$ cat config.mk
export PLATFORM = sky130hd
export DESIGN_NAME = sprite_alpha_blit_rgb565_top
export DESIGN_NICKNAME = d
export VERILOG_FILES = /design/src/design/sab_pkg.sv /design/src/design/sab_front.sv /design/src/design/sab_queue.sv /design/src/design/sab_back.sv /design/src/design/sprite_alpha_blit_rgb565_top.sv
export SDC_FILE = /design/constraint.sdc
export NUM_CORES = 2
export LEC_CHECK = 0
export ABC_AREA = 1
export BUFFER_PORTS_ARGS = -buffer_cell sky130_fd_sc_hd__buf_2
export CAP_MARGIN = 0
export CORE_MARGIN = 2
export CORE_UTILIZATION = 40
export CTS_CLUSTER_SIZE = 30
export DETAILED_ROUTE_END_ITERATION = 8
export PLACE_DENSITY = 0.67
export SYNTH_ARGS = -nofsm -noshare
export SYNTH_HDL_FRONTEND = slang
export SYNTH_HIERARCHICAL = 1
export SYNTH_SLANG_ARGS = --single-unit
$ cat constraint.sdc
create_clock -name clock -period 6.2 [get_ports clock]
set_clock_uncertainty 0.1 [all_clocks]
set_input_delay 0.62 -clock clock [delete_from_list [all_inputs] [get_ports clock]]
set_output_delay 0.62 -clock clock [all_outputs]
set_load 0.02 [all_outputs]
$ cat src/design/sab_pkg.sv
// Shared types, constants and helpers for the RGB565 sprite alpha blitter.
// No dependencies; used by sab_front, sab_queue, sab_back and the top level.
`default_nettype none

package sab_pkg;

   localparam int unsigned BUF_DIM_W    = 10;
   localparam int unsigned POS_W        = 9;
   localparam int unsigned ADDR_W       = 18;
   localparam int unsigned COORD_W      = 11;
   localparam int unsigned QUEUE_DEPTH  = 4;
   localparam int unsigned QPTR_W       = $clog2(QUEUE_DEPTH);

   localparam logic [BUF_DIM_W-1:0] MAX_BUFFER_DIM = 10'd512;
   localparam logic [15:0]          DEFAULT_COLOR  = 16'h4A28;
   localparam logic [7:0]           OPAQUE_ALPHA   = 8'd250;
   localparam logic [31:0]          RECIP_255      = 32'd32897;
   localparam logic [7:0]           ALPHA_MAX      = 8'd255;

   typedef enum logic [2:0] {
      REG_TILE_WIDTH      = 3'd0,
      REG_TILE_HEIGHT     = 3'd1,
      REG_SPOT_X          = 3'd2,
      REG_SPOT_Y          = 3'd3,
      REG_BUFFER_ORIGIN_X = 3'd4,
      REG_BUFFER_ORIGIN_Y = 3'd5,
      REG_BUFFER_WIDTH    = 3'd6,
      REG_BUFFER_HEIGHT   = 3'd7
   } sab_reg_type;

   typedef enum logic [1:0] {
      OPACITY_NONE    = 2'd0,
      OPACITY_HALF    = 2'd1,
      OPACITY_QUARTER = 2'd2,
      OPACITY_FULL    = 2'd3
   } sab_opacity_type;

   // one classified sprite pixel between front and back
   typedef struct packed {
      logic                 on_buffer;
      logic                 last;
      logic [POS_W-1:0]     px;
      logic [POS_W-1:0]     py;
      logic [BUF_DIM_W-1:0] bw;
      logic [7:0]           alpha;
      logic [15:0]          fg;
      logic [15:0]          bg;
   } sab_item_type;

   // exact floor(x / 255) for x up to 255 * 255
   function automatic logic [7:0] div255(input logic [15:0] x);
      logic [31:0] prod;
      prod = {16'd0, x} * RECIP_255;
      return prod[30:23];
   endfunction

endpackage

`default_nettype wire

$ cat src/design/sab_front.sv
// Front end: configuration registers, tile counters, clipping and alpha scaling.
// Depends on sab_pkg; feeds classified pixels into sab_queue.
`default_nettype none

module sab_front
   import sab_pkg::*;
(
   input  wire logic               clock,
   input  wire logic               reset,
   input  wire logic               csr_we,
   input  wire logic [2:0]         csr_index,
   input  wire logic [COORD_W-1:0] csr_wdata,
   input  wire logic               in_valid,
   input  wire logic [7:0]         in_alpha,
   input  wire logic [15:0]        in_color,
   input  wire logic               in_has_color,
   input  wire logic [1:0]         in_opacity,
   input  wire logic [15:0]        in_background,
   input  wire logic               in_ready,
   output sab_item_type            item
);

   logic [7:0]           tile_w_ff, tile_h_ff;
   logic [COORD_W-1:0]   spot_x_ff, spot_y_ff, org_x_ff, org_y_ff;
   logic [BUF_DIM_W-1:0] buf_w_ff, buf_h_ff;
   logic [7:0]           col_ff, col_in, row_ff, row_in;

   logic [7:0]           tw, th;
   logic [BUF_DIM_W-1:0] bw, bh;
   logic [12:0]          px, py;
   logic                 row_end, col_end, accept;
   logic [15:0]          alpha_num;
   logic [7:0]           alpha_scaled;

   assign accept = in_valid && in_ready;

   always_ff @(posedge clock) begin
      if (reset) begin
         tile_w_ff <= 8'd64;
         tile_h_ff <= 8'd64;
         spot_x_ff <= '0;
         spot_y_ff <= '0;
         org_x_ff  <= '0;
         org_y_ff  <= '0;
         buf_w_ff  <= 10'd466;
         buf_h_ff  <= 10'd466;
      end else if (csr_we) begin
         unique case (sab_reg_type'(csr_index))
            REG_TILE_WIDTH:      tile_w_ff <= csr_wdata[7:0];
            REG_TILE_HEIGHT:     tile_h_ff <= csr_wdata[7:0];
            REG_SPOT_X:          spot_x_ff <= csr_wdata;
            REG_SPOT_Y:          spot_y_ff <= csr_wdata;
            REG_BUFFER_ORIGIN_X: org_x_ff  <= csr_wdata;
            REG_BUFFER_ORIGIN_Y: org_y_ff  <= csr_wdata;
            REG_BUFFER_WIDTH:    buf_w_ff  <= csr_wdata[BUF_DIM_W-1:0];
            REG_BUFFER_HEIGHT:   buf_h_ff  <= csr_wdata[BUF_DIM_W-1:0];
            default:             tile_w_ff <= tile_w_ff;
         endcase
      end
   end

   always_comb begin
      tw = (tile_w_ff == 8'd0) ? 8'd1 : tile_w_ff;
      th = (tile_h_ff == 8'd0) ? 8'd1 : tile_h_ff;
      bw = (buf_w_ff > MAX_BUFFER_DIM) ? MAX_BUFFER_DIM : buf_w_ff;
      bh = (buf_h_ff > MAX_BUFFER_DIM) ? MAX_BUFFER_DIM : buf_h_ff;

      px = {{2{spot_x_ff[COORD_W-1]}}, spot_x_ff} - {6'd0, tw[7:1]} + {5'd0, col_ff}
         - {{2{org_x_ff[COORD_W-1]}}, org_x_ff};
      py = {{2{spot_y_ff[COORD_W-1]}}, spot_y_ff} - {6'd0, th[7:1]} + {5'd0, row_ff}
         - {{2{org_y_ff[COORD_W-1]}}, org_y_ff};

      row_end = ({1'b0, col_ff} + 9'd1) >= {1'b0, tw};
      col_end = ({1'b0, row_ff} + 9'd1) >= {1'b0, th};

      unique case (sab_opacity_type'(in_opacity))
         OPACITY_NONE:    alpha_num = 16'd0;
         OPACITY_HALF:    alpha_num = {1'b0, in_alpha, 7'd0};
         OPACITY_QUARTER: alpha_num = {1'b0, in_alpha, 7'd0} + {2'b0, in_alpha, 6'd0};
         OPACITY_FULL:    alpha_num = {in_alpha, 8'd0} - {8'd0, in_alpha};
         default:         alpha_num = 16'd0;
      endcase
      alpha_scaled = div255(alpha_num);

      item.on_buffer = !px[12] && (px[11:0] < {2'b0, bw})
                    && !py[12] && (py[11:0] < {2'b0, bh});
      item.last   = row_end && col_end;
      item.px     = px[POS_W-1:0];
      item.py     = py[POS_W-1:0];
      item.bw     = bw;
      item.alpha  = alpha_scaled;
      item.fg     = in_has_color ? in_color : DEFAULT_COLOR;
      item.bg     = in_background;
   end

   always_comb begin
      col_in = col_ff;
      row_in = row_ff;
      if (accept) begin
         if (row_end) begin
            col_in = 8'd0;
            row_in = col_end ? 8'd0 : row_ff + 8'd1;
         end else begin
            col_in = col_ff + 8'd1;
         end
      end
   end

   always_ff @(posedge clock) begin
      if (reset) begin
         col_ff <= '0;
         row_ff <= '0;
      end else begin
         col_ff <= col_in;
         row_ff <= row_in;
      end
   end

endmodule

`default_nettype wire

$ cat src/design/sab_queue.sv
// Short register queue that decouples the front end from the blend back end.
// Depends on sab_pkg for the item type and queue depth.
`default_nettype none

module sab_queue
   import sab_pkg::*;
(
   input  wire logic         clock,
   input  wire logic         reset,
   input  wire logic         push,
   input  wire sab_item_type push_item,
   output logic              not_full,
   input  wire logic         pop,
   output logic              not_empty,
   output sab_item_type      pop_item
);

   sab_item_type        entry_ff [QUEUE_DEPTH];
   logic [QPTR_W-1:0]   wr_ptr_ff, wr_ptr_in, rd_ptr_ff, rd_ptr_in;
   logic [QPTR_W:0]     count_ff, count_in;

   assign not_full  = (count_ff != QPTR_W'(0) + (QPTR_W+1)'(QUEUE_DEPTH));
   assign not_empty = (count_ff != '0);
   assign pop_item  = entry_ff[rd_ptr_ff];

   always_comb begin
      wr_ptr_in = push ? wr_ptr_ff + 1'b1 : wr_ptr_ff;
      rd_ptr_in = pop  ? rd_ptr_ff + 1'b1 : rd_ptr_ff;
      count_in  = count_ff;
      if (push && !pop) begin
         count_in = count_ff + 1'b1;
      end else if (pop && !push) begin
         count_in = count_ff - 1'b1;
      end
   end

   always_ff @(posedge clock) begin
      if (reset) begin
         wr_ptr_ff <= '0;
         rd_ptr_ff <= '0;
         count_ff  <= '0;
      end else begin
         wr_ptr_ff <= wr_ptr_in;
         rd_ptr_ff <= rd_ptr_in;
         count_ff  <= count_in;
      end
   end

   always_ff @(posedge clock) begin
      if (push) begin
         entry_ff[wr_ptr_ff] <= push_item;
      end
   end

endmodule

`default_nettype wire

$ cat src/design/sab_back.sv
// Back end: address multiply, per-channel blend products, divide by 255, output register.
// Depends on sab_pkg; pops items from sab_queue and drives the result channel.
`default_nettype none

module sab_back
   import sab_pkg::*;
(
   input  wire logic              clock,
   input  wire logic              reset,
   input  wire logic              q_valid,
   input  wire sab_item_type      q_item,
   output logic                   q_pop,
   output logic                   out_valid,
   input  wire logic              out_ready,
   output logic                   out_we,
   output logic [ADDR_W-1:0]      out_addr,
   output logic [15:0]            out_pixel,
   output logic                   out_last
);

   logic              s1_valid_ff, s1_valid_in;
   logic              s1_we_ff, s1_opaque_ff, s1_last_ff;
   logic [ADDR_W-1:0] s1_addr_ff;
   logic [15:0]       s1_fg_ff, s1_bg_ff;
   logic [12:0]       s1_r_ff, s1_b_ff;
   logic [13:0]       s1_g_ff;

   logic              o_valid_ff, o_valid_in;
   logic              o_we_ff, o_last_ff;
   logic [ADDR_W-1:0] o_addr_ff;
   logic [15:0]       o_pixel_ff;

   logic              o_adv, s1_adv;
   logic [18:0]       addr_full;
   logic [7:0]        inv_a;
   logic [15:0]       blend_pix;
   logic [7:0]        r_q, g_q, b_q;

   assign o_adv  = !o_valid_ff || out_ready;
   assign s1_adv = !s1_valid_ff || o_adv;
   assign q_pop  = q_valid && s1_adv;

   assign out_valid = o_valid_ff;
   assign out_we    = o_we_ff;
   assign out_addr  = o_addr_ff;
   assign out_pixel = o_pixel_ff;
   assign out_last  = o_last_ff;

   always_comb begin
      addr_full = ({10'd0, q_item.py} * {9'd0, q_item.bw}) + {10'd0, q_item.px};
      inv_a     = ALPHA_MAX - q_item.alpha;
      s1_valid_in = s1_adv ? q_valid : s1_valid_ff;
      o_valid_in  = o_adv ? s1_valid_ff : o_valid_ff;
   end

   always_ff @(posedge clock) begin
      if (s1_adv) begin
         s1_we_ff     <= q_item.on_buffer && (q_item.alpha != 8'd0);
         s1_opaque_ff <= q_item.alpha >= OPAQUE_ALPHA;
         s1_last_ff   <= q_item.last;
         s1_addr_ff   <= q_item.on_buffer ? addr_full[ADDR_W-1:0] : '0;
         s1_fg_ff     <= q_item.fg;
         s1_bg_ff     <= q_item.bg;
         s1_r_ff <= ({8'd0, q_item.fg[15:11]} * {5'd0, q_item.alpha})
                  + ({8'd0, q_item.bg[15:11]} * {5'd0, inv_a});
         s1_g_ff <= ({8'd0, q_item.fg[10:5]} * {6'd0, q_item.alpha})
                  + ({8'd0, q_item.bg[10:5]} * {6'd0, inv_a});
         s1_b_ff <= ({8'd0, q_item.fg[4:0]} * {5'd0, q_item.alpha})
                  + ({8'd0, q_item.bg[4:0]} * {5'd0, inv_a});
      end
   end

   always_comb begin
      r_q = div255({3'd0, s1_r_ff});
      g_q = div255({2'd0, s1_g_ff});
      b_q = div255({3'd0, s1_b_ff});
      blend_pix = {r_q[4:0], g_q[5:0], b_q[4:0]};
   end

   always_ff @(posedge clock) begin
      if (o_adv) begin
         o_we_ff   <= s1_we_ff;
         o_last_ff <= s1_last_ff;
         o_addr_ff <= s1_addr_ff;
         if (!s1_we_ff) begin
            o_pixel_ff <= s1_bg_ff;
         end else if (s1_opaque_ff) begin
            o_pixel_ff <= s1_fg_ff;
         end else begin
            o_pixel_ff <= blend_pix;
         end
      end
   end

   always_ff @(posedge clock) begin
      if (reset) begin
         s1_valid_ff <= 1'b0;
         o_valid_ff  <= 1'b0;
      end else begin
         s1_valid_ff <= s1_valid_in;
         o_valid_ff  <= o_valid_in;
      end
   end

endmodule

`default_nettype wire

$ cat src/design/sprite_alpha_blit_rgb565_top.sv
// RGB565 alpha-blended sprite blitter, top level. Depends on sab_pkg, sab_front,
// sab_queue and sab_back.
// Path: an accepted pixel goes into the queue, then the back-end stage-1 registers,
// then the output register. Throughput: one pixel per cycle while rsp_tready is high,
// set by the two-stage back end; the four-entry queue absorbs output stalls.
// Reset: synchronous; clears the tile counters, queue and pipeline, restores registers.
`default_nettype none

module sprite_alpha_blit_rgb565_top
   import sab_pkg::*;
(
   input  wire logic               clock,
   input  wire logic               reset,
   input  wire logic               csr_we,
   input  wire logic [2:0]         csr_index,
   input  wire logic [COORD_W-1:0] csr_wdata,
   input  wire logic               req_tvalid,
   output logic                    req_tready,
   // [7:0] sprite_alpha, [23:8] sprite_color, [25:24] opacity_level,
   // [41:26] background, [47:42] zero
   input  wire logic [47:0]        req_tdata,
   // [0] has_color
   input  wire logic               req_tuser,
   output logic                    rsp_tvalid,
   input  wire logic               rsp_tready,
   // [17:0] buffer_address, [33:18] pixel, [39:34] zero
   output logic [39:0]             rsp_tdata,
   // [0] write_enable
   output logic                    rsp_tuser,
   output logic                    rsp_tlast
);

   sab_item_type      front_item, queue_item;
   logic              q_not_full, q_not_empty, q_pop;
   logic [ADDR_W-1:0] out_addr;
   logic [15:0]       out_pixel;

   assign req_tready = q_not_full;

   sab_front u_front (
      .clock         (clock),
      .reset         (reset),
      .csr_we        (csr_we),
      .csr_index     (csr_index),
      .csr_wdata     (csr_wdata),
      .in_valid      (req_tvalid),
      .in_alpha      (req_tdata[7:0]),
      .in_color      (req_tdata[23:8]),
      .in_has_color  (req_tuser),
      .in_opacity    (req_tdata[25:24]),
      .in_background (req_tdata[41:26]),
      .in_ready      (q_not_full),
      .item          (front_item)
   );

   sab_queue u_queue (
      .clock     (clock),
      .reset     (reset),
      .push      (req_tvalid && q_not_full),
      .push_item (front_item),
      .not_full  (q_not_full),
      .pop       (q_pop),
      .not_empty (q_not_empty),
      .pop_item  (queue_item)
   );

   sab_back u_back (
      .clock     (clock),
      .reset     (reset),
      .q_valid   (q_not_empty),
      .q_item    (queue_item),
      .q_pop     (q_pop),
      .out_valid (rsp_tvalid),
      .out_ready (rsp_tready),
      .out_we    (rsp_tuser),
      .out_addr  (out_addr),
      .out_pixel (out_pixel),
      .out_last  (rsp_tlast)
   );

   assign rsp_tdata = {6'd0, out_pixel, out_addr};

endmodule

`default_nettype wire
==> run metrics <==
Tmin final roughly 6 ns; setup ws final about 0.28 ns; number of I/O port buffers 99; total of max-cap violations 0; status finished clean; initial antenna violation count 11; register area 14,430 um^2; sequential fraction of the synthesis area ~36%; Final Cycle Share a little over nine tenths; Mapped Area 40,090 um^2; root buffer cell clkbuf_16; top_reg_cell synth edfxtp_1; Worst R2R End u_back/s1_g_ff[10]$_DFFE_PN_; Iter 0 DRT Violations roughly 1,800; RSZ-0062 raised after global routing true; post-route cell area 44,140 um^2; number of synthesized flops with an enable pin 409; pre-CTS WS roughly 0.21 ns; DR vias around 29,000; cell count after synthesis roughly 4,400; Top delay family on crit path adder cells; nets between 5,000 and 6,000; R2R Setup Slk about 0.28 ns; critical path type register to register; Die X approximately 320 um; RePlAce Congestion ~0.89; cell chain of the critical path inv_8, buf_12, o21ai_0, o22ai_2, inv_1, nor2_1, fa_1, inv_1, fa_1, inv_1, fa_1, fa_1, inv_1, fa_1, inv_1, ha_1, a21oi_1, o21ai_1, a21oi_1, o211ai_1, xor2_1; Async SR Flop Fraction 0%; worst reg2reg path depth 21; worst-path fanout max 31; CTS buffer count between 50 and 60; clock latency on the worst-skew pair around 0.64 ns; synthesized area per cell about 9.0 um^2; total negative slack 0 ns; CP startpoint kind register; fraction of layout instances using a drive strength above 1 under 10%; DIE AREA between 100,000 and 150,000 um^2; fmax ~0.17 GHz; clk slew on worst S/H paths ~0.060 ns; Final Setup Violations 0; Placeable Area around 100,000 um^2; FP Rows roughly 120; final antenna-violating net count 0; Vias per Instance between 4 and 5; area added between synthesis and finish 10.09%; post-DP HPWL roughly 69 mm; most common cell in the netlist nand2_1; clk buf depth 3; yosys warns 6; fillers 9,504; WP data required ~6.4 ns; hold path startpoint req_tdata[29]; drt total wl a little over 90 mm; Pre-antenna DRT Iters 6; CP Capture Type register; dpl cells 5,762; global-route wire length before repair roughly 150 mm; Crit-path slowest cell fa_1; Synth top area share between 30 and 40%; final slew viol count 0; I/O pin count approximately 110; multi-input gate area in the final layout about 22,000 um^2; vias in the first global route about 29,000; Synth top cells by count 860 x nand2_1, 789 x inv_1, 440 x nor2_1; CTS tree yes; worst hold path depth 1; per-cell routed wire length ~15 um; Hold Vio Cnt, Final 0; Worst EP arrival 6.16 ns; Rel. slew slack approximately a quarter; Synth area leaders edfxtp_1 31%, ha_1 14%, fa_1 13%; Yosys reg bits a little over 500; largest net degree at the start of global routing 87; Post-route DRC 0; Sink Count 516; Cell variety after synth 61; H-tree depth 2; leading area contributor after synthesis edfxtp_1; total grt overflow 0; Non-Filler Instances roughly 5,900; Largest stage delay, worst path roughly 0.55 ns; WP buf/inv 7; Slew @ Worst Pin roughly 1.1 ns; min-delay worst type input port to register; initial core utilization between 40% and 50%; gr usage total between 15 and 20%; Hold Crit Endpoint u_queue/entry_ff[3][3]$_DFFE_PP_; dpl cell area 42,110 um^2; Die H 320.6 um
==> repair_timing <==
item	in CTS	in global routing
endpoints found under the setup margin	0	6
resized for setup	0	16
hold buffers	0	0
buffers inserted	0	15
==> flip-flops by register name, summed over array words and instances (netlist names), 11 cells and up, named ones only <==
register,cells
u_queue/entry_ff,280
u_back/out_addr,18
u_back/s1_addr_ff,18
u_back/out_pixel,16
u_back/s1_bg_ff,16
u_back/s1_fg_ff,16
u_back/s1_g_ff,14
u_back/s1_b_ff,13
u_back/s1_r_ff,13
u_front/org_x_ff,11
u_front/org_y_ff,11
u_front/spot_x_ff,11
u_front/spot_y_ff,11
==> worst max path at each step <==
| stage | cells after the start | endpoint | slack (ns) |
|---|---|---|---|
| 2_1_floorplan | 26 | u_back/s1_b_ff[9]$_DFFE_PN_ | 0.33 |
| 3_3_place_gp | 22 | u_back/s1_b_ff[9]$_DFFE_PN_ | 0.26 |
| 3_5_place_dp | 22 | u_back/s1_b_ff[9]$_DFFE_PN_ | 0.21 |
| 4_1_cts | 22 | u_back/s1_b_ff[9]$_DFFE_PN_ | 0.22 |
| 5_1_grt | 28 | u_back/s1_addr_ff[17]$_SDFFCE_PN0N_ | -0.02 |
| 6_report | 21 | u_back/s1_g_ff[10]$_DFFE_PN_ | 0.28 |
==> kinds of logic (layout without fill, tap and decap cells) <==
group,Yosys count,in the layout,share of synthesized area (%)
XOR/XNOR,72,72,1.573
buffers and inverters,962,1091,9.743
AO/OA/AOI/OAI,587,587,8.572
AND/OR/NAND/NOR,1601,1601,17.06
flip-flops,516,516,35.97
adder cells (fa/ha/maj),705,705,27.06
other,2,11,0.01873
==> worst reg2reg max path, delay by kind of cell (launching register included) <==
kind	cells	cell delay [ns]
AND/OR/NAND/NOR	1	0.17
XOR/XNOR	1	0.15
flip-flops	1	0.41
AO/OA/AOI/OAI	6	1.21
buffers and inverters	7	0.94
adder cells (fa/ha/maj)	6	2.67
==> area by class of cell <==
type	count	area share, %
clock buffer	65	3.251
sequential	516	32.69
multi-input combinational	2974	49.56
tap	1298	3.679
antenna	2	0.01134
inverter	799	6.823
clock inverter	36	0.8702
timing repair buffer	191	3.112
==> cell usage in the layout (no fill, tap or decap), types with 11 or more instances in the layout <==
master / netlist / routed
clkbuf_16: 0 / 57
nand4_1: 34 / 34
o21bai_1: 11 / 11
dfxtp_1: 107 / 105
clkinv_1: 4 / 15
fa_1: 270 / 270
ha_1: 435 / 435
buf_4: 22 / 75
buf_2: 13 / 99
nor2_4: 42 / 42
o22ai_1: 31 / 22
nand2_2: 18 / 19
xor2_1: 43 / 43
o21ai_0: 245 / 243
inv_1: 789 / 783
o21ai_1: 39 / 41
nor2_1: 440 / 440
edfxtp_1: 409 / 409
nor3_1: 11 / 11
xnor2_1: 29 / 29
o22ai_2: 40 / 47
nand3_1: 150 / 149
clkinv_2: 0 / 13
a21oi_1: 174 / 174
nand2_1: 860 / 859
nor4_1: 14 / 14
==> layer usage <==
metal / vias to the layer above / part of all wire, % / global-route usage, %
li1: 14470 / - / -
met1: 13870 / 46 / 23.67
met2: 605 / 47 / 29.84
met3: 134 / 5.1 / 2.772
met4: 6 / 2.6 / 4.935
met5: - / 0.037 / 0
==> per-stage QoR <==
step	hold slack, ns	util (%)
global placement	0.3057	42.23
floorplan	0.3003	-
detailed placement	0.3045	42.23
finish	0.09909	44.27
CTS	0.04717	44.06
global route	0.08000	44.27
Power is left out: the tool's default activity adds up to more than one toggle a clock period on the data nets, which glitch-free logic cannot reach.
